<file path="src/lfs_pkg.sv">
// ----------------------------------------------------------------------------
// lfs_pkg
// Shared types and constants for the four-lane LED driver frame serializer.
// ----------------------------------------------------------------------------
package lfs_pkg;

  localparam int WORD_BITS = 16;
  localparam int LANES     = 4;
  localparam int HDR_WORDS = 3;
  localparam int SHIFT_W   = HDR_WORDS * WORD_BITS;
  localparam int CNT_W     = 7;
  localparam int REQ_W     = 2;
  localparam int ICS_DEF   = 4;

  // Request codes
  localparam logic [REQ_W-1:0] REQ_CONT   = 2'd0;
  localparam logic [REQ_W-1:0] REQ_SINGLE = 2'd1;
  localparam logic [REQ_W-1:0] REQ_DATA   = 2'd2;

  typedef logic [WORD_BITS-1:0] word_t;

  // Per-bit flags that travel with the lane bits to the output stage
  typedef struct packed {
    logic first_bit;
    logic frame_end;
    logic last;
  } lfs_flags_t;

endpackage

</file>
<file path="src/lfs_lane.sv">
// ----------------------------------------------------------------------------
// lfs_lane
// One data lane: loads up to three words and shifts them out MSB first.
// ----------------------------------------------------------------------------
module lfs_lane import lfs_pkg::*; (
  input  logic               clk,
  input  logic               load,
  input  logic               hdr_sel,
  input  logic [SHIFT_W-1:0] hdr_vec,
  input  word_t              data_word,
  input  logic               shift,
  output logic               lane_bit
);

  logic [SHIFT_W-1:0] sreg_r;
  logic [SHIFT_W-1:0] sreg_nxt;

  // Pick header words or this lane's data word, else shift in zeros
  always_comb begin
    sreg_nxt = sreg_r;
    if (load) begin
      sreg_nxt = hdr_sel ? hdr_vec : {data_word, {(SHIFT_W-WORD_BITS){1'b0}}};
    end else if (shift) begin
      sreg_nxt = {sreg_r[SHIFT_W-2:0], 1'b0};
    end
  end

  always_ff @(posedge clk) begin
    sreg_r <= sreg_nxt;
  end

  assign lane_bit = sreg_r[SHIFT_W-1];

endmodule

</file>
<file path="config.mk">
export PLATFORM = sky130hd
export DESIGN_NAME = lfs_lane
export DESIGN_NICKNAME = d
export VERILOG_FILES = /design/src/lfs_pkg.sv /design/src/lfs_lane.sv
export SDC_FILE = /design/constraint.sdc
export NUM_CORES = 1
export LEC_CHECK = 0
export BUFFER_PORTS_ARGS = -buffer_cell sky130_fd_sc_hd__buf_2
export CAP_MARGIN = 10
export CORE_MARGIN = 5
export CORE_UTILIZATION = 50
export CTS_CLUSTER_SIZE = 25
export DETAILED_ROUTE_END_ITERATION = 10
export HOLD_SLACK_MARGIN = 0.08
export PLACE_DENSITY = 0.77
export REMOVE_ABC_BUFFERS = 1
export SETUP_SLACK_MARGIN = 0.3
export SLEW_MARGIN = 40
export SYNTH_ARGS = -nofsm -noshare
export SYNTH_HDL_FRONTEND = slang
export SYNTH_SLANG_ARGS = --single-unit
</file>
<file path="constraint.sdc">
create_clock -name clk -period 2.61 [get_ports clk]
set_input_delay 0.1305 -clock clk [delete_from_list [all_inputs] [get_ports clk]]
set_output_delay 0.1305 -clock clk [all_outputs]
set_load 0.01 [all_outputs]
</file>
**After elaboration in Yosys (flattened, before gate mapping)**

Index checks and enable logic that the tools add are counted.

- Register bits after elaboration: 48
- Input port bits: 68
- Output and inout port bits: 1
- Word-level logic and storage cells: 5

- Multiplexer cells: 3
- Reduce and logical (&&, ||, !) cells: 1

Operator list:

| operator | number |
|---|---|
| 48-bit 2-to-1 mux | 3 |
| 2-bit nonzero test | 1 |

**Depth between registers and ports, before layout**

Gate-level depths: netlist of the first run.

- Depth in word-level cells: 2
- Mapped depth: 5
- Depth with buffers taken out: 2

**Least setup slack after synthesis of the first run**

Ideal clock, no wire load.

- Path type: in2reg
- From: in load
- To: reg sreg_r[0], enable pin
- Library setup time: 0.384 ns
- Arrival time: 0.876 ns
- Data required time: 2.226 ns
- Setup slack: 1.350 ns
- Stages on the path: 2
- Buffers on the path: 1
- Cells stage by stage: buf_6 -> or2_2

- Cells in the longest elaborated chain, start to end: 1

Ends and longest elaborated chain:

| element | line | text |
|---|---|---|
| from (decl) | lfs_lane.sv:7 | `input logic load,` |
| 2-bit nonzero test (no source line) | -- |  |
| to (signal assigned) | lfs_lane.sv:29 | `sreg_r <= sreg_nxt;` |
| to (decl) | lfs_lane.sv:15 | `logic [SHIFT_W-1:0] sreg_r;` |

No other way between the ends.
A chain may end at the register's enable or synchronous reset.

**Worst setup path after layout of the first run**

- From: in load
- To: reg sreg_r[37], enable pin

Same word-level chain as after synthesis.

==> flow_summary.yaml, run 1 <==
outcome:
  status: "finished, final reports clean"
placement:
  post_dp_cell_area_um2: 2460
  hpwl_um: 2940
  dp.cells: 252
  gp_congestion: 0.768
  dpl_worst_slack_ns: 1.14
  io_buffer_count: 68
sta:
  fin_skew_ns: 0.0121
  period_share: 0.446
  period_minus_slack_ns: 1.16
  setup_viol: 0
  slew_viol_final: 0
  setup-tns-final_ns: 0
  fin_ws_ns: 1.45
  relSlewSlack: 0.555
  rsz0062_at_grt: "false"
  worst_pin_slew_ns: 0.667
  fmax_ghz: 0.858
  hold_ws_ns: 0.107
  hold_viol_final: 0
floorplanning:
  ios: 69
  core_um2: 4090
  start_util: 0.525
  die-height_um: 75.5
  die-area_um2: 5700
  rows: 23
  die_w_um: 75.5
critical_path:
  arrival_ns: 1.16
  crit_required_ns: 2.61
  cpMaxStageDelayCell: "or2_2"
  end_kind: "flip-flop"
  worst_path_largest_cell_delay_ns: 0.56
  cp_max_fo: 29
  path_cells: "buf_2 -> or2_2 -> buf_4"
  crit_path_start_kind: "primary input"
  crit_type: "in -> reg"
yosys:
  syn-instance-count: 144
  ys_seq_elements: 48
  synth_top_area_share: 0.672
  async_flop_share: 0
  synth-seq-area-share: 0.672
  yosysTopAreaCell: "edfxtp_1"
  ys.flop_type: "edfxtp_1"
  synth-edff-count: 48
  synth_area_leaders: "edfxtp_1 (67%), a22o_1 (13%), mux2i_1 (7.5%)"
  yosysWarnings: 0
  synth.most_common_cell: "edfxtp_1"
  syn_area_per_cell_um2: 14.9
  syn_area_um2: 2140
  synth_cell_types: 12
  synthTopCellsByCount: "edfxtp_1 (48), a22o_1 (31), a21oi_1 (16), mux2i_1 (16), nor2_1 (16)"
clock_tree:
  numCtsBuffers: 5
  clock_latency_ns: 0.30
  root_buffer: "clkbuf_8"
  cts_setup_buffers: 0
  postCtsHoldBufs: 0
  clock_sinks: 48
  clock_path_buffers: 2
  clk_pin_slew_ns: 0.09
  htree_levels: 2
  cts_resized: 0
  cts_tree: "done"
flow_run:
  drv_cap: 0
detailed_routing:
  routed-via-count: 1418
  finalWirelength_um: 4250
  drc: 0
  dr.pass1.iters: 4
  drt-vias-per-instance: 5.45
  drtAntennaViolNets: 0
  drt-initial-drc-count: 86
  routedWlPerCell_um: 16.3
global_routing:
  grt_max_degree: 32
  grt_pass1_vias: 1398
  grt_first_pass_wirelength_um: 6400
  groute.usage.overall: 0.149
  antenna_found_initial: 0
  gr-total-overflow: 0
power_and_ir_drop:
  cellLeakagePower_nw: 1.10
  total_power_mw: 1.57
  power_density_nw_per_um2: 618
  vdd_drop_max_mv: 0.332
finish:
  multi_input_area_um2: 593
  seq_area_um2: 1440
  design_area_um2: 2540
  layout-drive-gt1-share: 0.376
  regMostFlops: "sreg_r"
  reg_top3: "sreg_r (48)"
  nets: 277
  final_cells: 260
  antenna_cells: 0
  fillers: 326
  largest_reg_flops: 48
  final_util: 0.622
  synthToLayoutAreaGrowth_pct: 18.6
hold_path:
  hold_class: "in -> reg"
cell usage in the layout, fill, tap and decap left out:
cell type,instances
buf_2,68
edfxtp_1,48
a22o_1,31
mux2i_1,16
nor2_1,16
a21oi_1,16
clkbuf_8,5
buf_4,3
clkbuf_1,2
inv_2,1
and2_4,1
or2_2,1
and3_1,1
clkinv_1,1
layout make-up:
type / count / area share
flip-flops and latches: 48 / 0.567
multi-input cells: 82 / 0.233
repair buffers: 71 / 0.143
clock buffers: 7 / 0.0300
well taps: 50 / 0.0246
clock inverters: 1 / 0.00148
inverters: 1 / 0.00148
routing by layer:
metal / wire [µm] / share of wire / global-route usage
met1: 1800 / 0.42 / 0.193
met2: 2000 / 0.47 / 0.239
met3: 420 / 0.099 / 0.0594
met4: 37 / 0.0087 / 0.0350
met5: 0 / 0 / 0
critical path, delay by kind of cell:
kind / cells / cell delay (ns)
and+or+nand+nor: 1 / 0.56
buffers and inverters: 2 / 0.46
power by group:
group	leakage, nW	internal (mW)	total, mW	switching, mW
combinational	0.561	0.0968	0.183	0.0859
clock	0.0399	0.187	0.418	0.231
sequential	0.503	0.945	0.970	0.0249
kinds of logic (layout without fill, tap and decap cells):
kind of cell | after synthesis | after routing | synth area share
AO/OA/AOI/OAI | 47 | 47 | 0.164
flip-flops | 48 | 48 | 0.672
multiplexers | 16 | 16 | 0.0747
buffers and inverters | 14 | 80 | 0.0513
AND/OR/NAND/NOR | 19 | 19 | 0.0379
final timing paths:
kind	from	endpoint	slack, ns	cells after the start
worst max register to register	sreg_r[1]	sreg_r[2]	1.73	1
worst min-delay path	hdr_vec[3]	sreg_r[3]	0.11	2
worst min register to register	sreg_r[2]	sreg_r[3]	0.55	1
worst max-delay path	load	sreg_r[37]	1.45	3
Power figures use the tool's default switching activity.
==> inputs of run 2 (changes only) <==
- clock period: 2.61 -> 1.2 ns (I/O delays scaled with it)
==> run 2 against run 1 <==
  * Power grew 120%
  * Register-to-register slack lost 1.4 ns
  * Largest cell class unchanged
  * Clock power grew 110%
  * Combinational power grew to 2.8 times the previous value
  * Critical path type unchanged
  * Sequential cell count is the same
  * Cell count grew 13%
  * First-iteration DRC count grew 29%
  * Design area grew 14%
  * Non-clock buffer count grew 35
  * Sequential share of layout area shrank 6.9 points
==> flow_summary.yaml, run 2 (synthesis results as in run 1) <==
clock_tree:
  clock_sinks: 48
  clk_pin_slew_ns: 0.08
  cts_setup_buffers: 0
  numCtsBuffers: 5
  clock_path_buffers: 2
  cts_resized: 0
  htree_levels: 2
  cts_tree: "done"
  root_buffer: "clkbuf_8"
  clock_latency_ns: 0.29
floorplanning:
  start_util: 0.525
  core_um2: 4090
  rows: 23
  die-height_um: 75.5
  die-area_um2: 5700
  ios: 69
  die_w_um: 75.5
power_and_ir_drop:
  cellLeakagePower_nw: 1.26
  power_density_nw_per_um2: 1210
  total_power_mw: 3.51
  vdd_drop_max_mv: 0.915
finish:
  final_common_cell: "buf_2"
  layout-drive-gt1-share: 0.340
  design_area_um2: 2890
  synthToLayoutAreaGrowth_pct: 34.9
  final_cell_mix: "buf_2 (68), edfxtp_1 (48), a22o_1 (31), dlygate4sd3_1 (31)"
  nets: 312
  largest_reg_flops: 48
  antenna_cells: 0
  reg_top3: "sreg_r (48)"
  regMostFlops: "sreg_r"
  final_util: 0.708
detailed_routing:
  finalWirelength_um: 4900
  drt-initial-drc-count: 111
  drtAntennaViolNets: 0
  dr.pass1.iters: 4
  drt-vias-per-instance: 5.48
  drc: 0
  routed-via-count: 1610
  routedWlPerCell_um: 16.7
sta:
  setup_viol: 0
  period_minus_slack_ns: 0.896
  fin_skew_ns: 0.00674
  setup-tns-final_ns: 0
  hold_viol_final: 0
  rsz0062_at_grt: "true"
  period_share: 0.747
  fmax_ghz: 1.12
  slew_viol_final: 0
  worst_pin_slew_ns: 0.340
  relSlewSlack: 0.773
critical_path:
  cp_max_fo: 1
  crit_path_start_kind: "primary input"
  arrival_ns: 0.94
  crit_required_ns: 1.25
  end_kind: "flip-flop"
  crit_type: "in -> reg"
flow_run:
  drv_cap: 0
placement:
  post_dp_cell_area_um2: 2510
  gp_congestion: 0.734
  io_buffer_count: 68
  hpwl_um: 2940
global_routing:
  antenna_found_initial: 0
  grt_pass1_vias: 1598
  groute.usage.overall: 0.179
  grt_first_pass_wirelength_um: 7550
  gr-total-overflow: 0
  grt_max_degree: 49
outcome:
  status: "finished, final reports clean"
hold_path:
  hold_class: "in -> reg"
## run 2: cell types whose count changed in the layout (fill, tap and decap cells not counted)
cell	before	now
buf_4	3	6
buf_12	0	1
clkbuf_1	2	1
clkinv_1	1	0
clkinv_2	0	1
inv_2	1	0
inv_1	0	1
dlygate4sd3_1	0	31
## run 2: per-layer routing
metal / up-vias / track usage / wire length, µm
met5: - / 0 / 0
met4: 0 / 0.0427 / 53
met3: 7 / 0.0594 / 475
met2: 82 / 0.314 / 2410
met1: 757 / 0.214 / 1960
li1: 764 / - / -
## run 2: metrics by stage
stage / instances / hold WS, ns / setup slack, ns
floorplan: 131 / 0.262 / 0.118
global placement: 256 / 0.349 / 0.211
detailed placement: 256 / 0.351 / 0.195
CTS: 293 / 0.0815 / 0.312
global route: 294 / 0.104 / 0.279
finish: 294 / 0.117 / 0.304
## run 2: critical path, stage by stage
cell	delay (ns)
dlygate4sd3_1	0.55
buf_2	0.13
a22o_1	0.20
## run 2: path summary, 6_finish.rpt
check                           startpoint    endpoint  slack (ns)  depth (start not counted)
worst max-delay path            hdr_vec[4]   sreg_r[4]        0.30                          3
worst min register to register   sreg_r[1]   sreg_r[2]        0.56                          1
worst min-delay path            hdr_vec[0]   sreg_r[0]        0.12                          2
worst max register to register  sreg_r[29]  sreg_r[30]        0.32                          1
## run 2: final cells by class
cell class | count | area [µm²]
Tap cell | 50 | 62.6
Multi-Input combinational cell | 82 | 593
Timing Repair Buffer | 106 | 716
Fill cell | 284 | 1190
Clock buffer | 6 | 72.6
Sequential cell | 48 | 1440
Inverter | 1 | 3.75
Clock inverter | 1 | 5.00
## run 2: where the power goes
group | internal [mW] | switching [mW]
Combinational | 0.290 | 0.214
Sequential | 2.06 | 0.0567
Clock | 0.397 | 0.498
## run 2: what timing repair did
item | in CTS | in global routing
hold buffers | 30 | 1
setup endpoints to repair | 0 | 3
hold endpoints to repair | 30 | 1
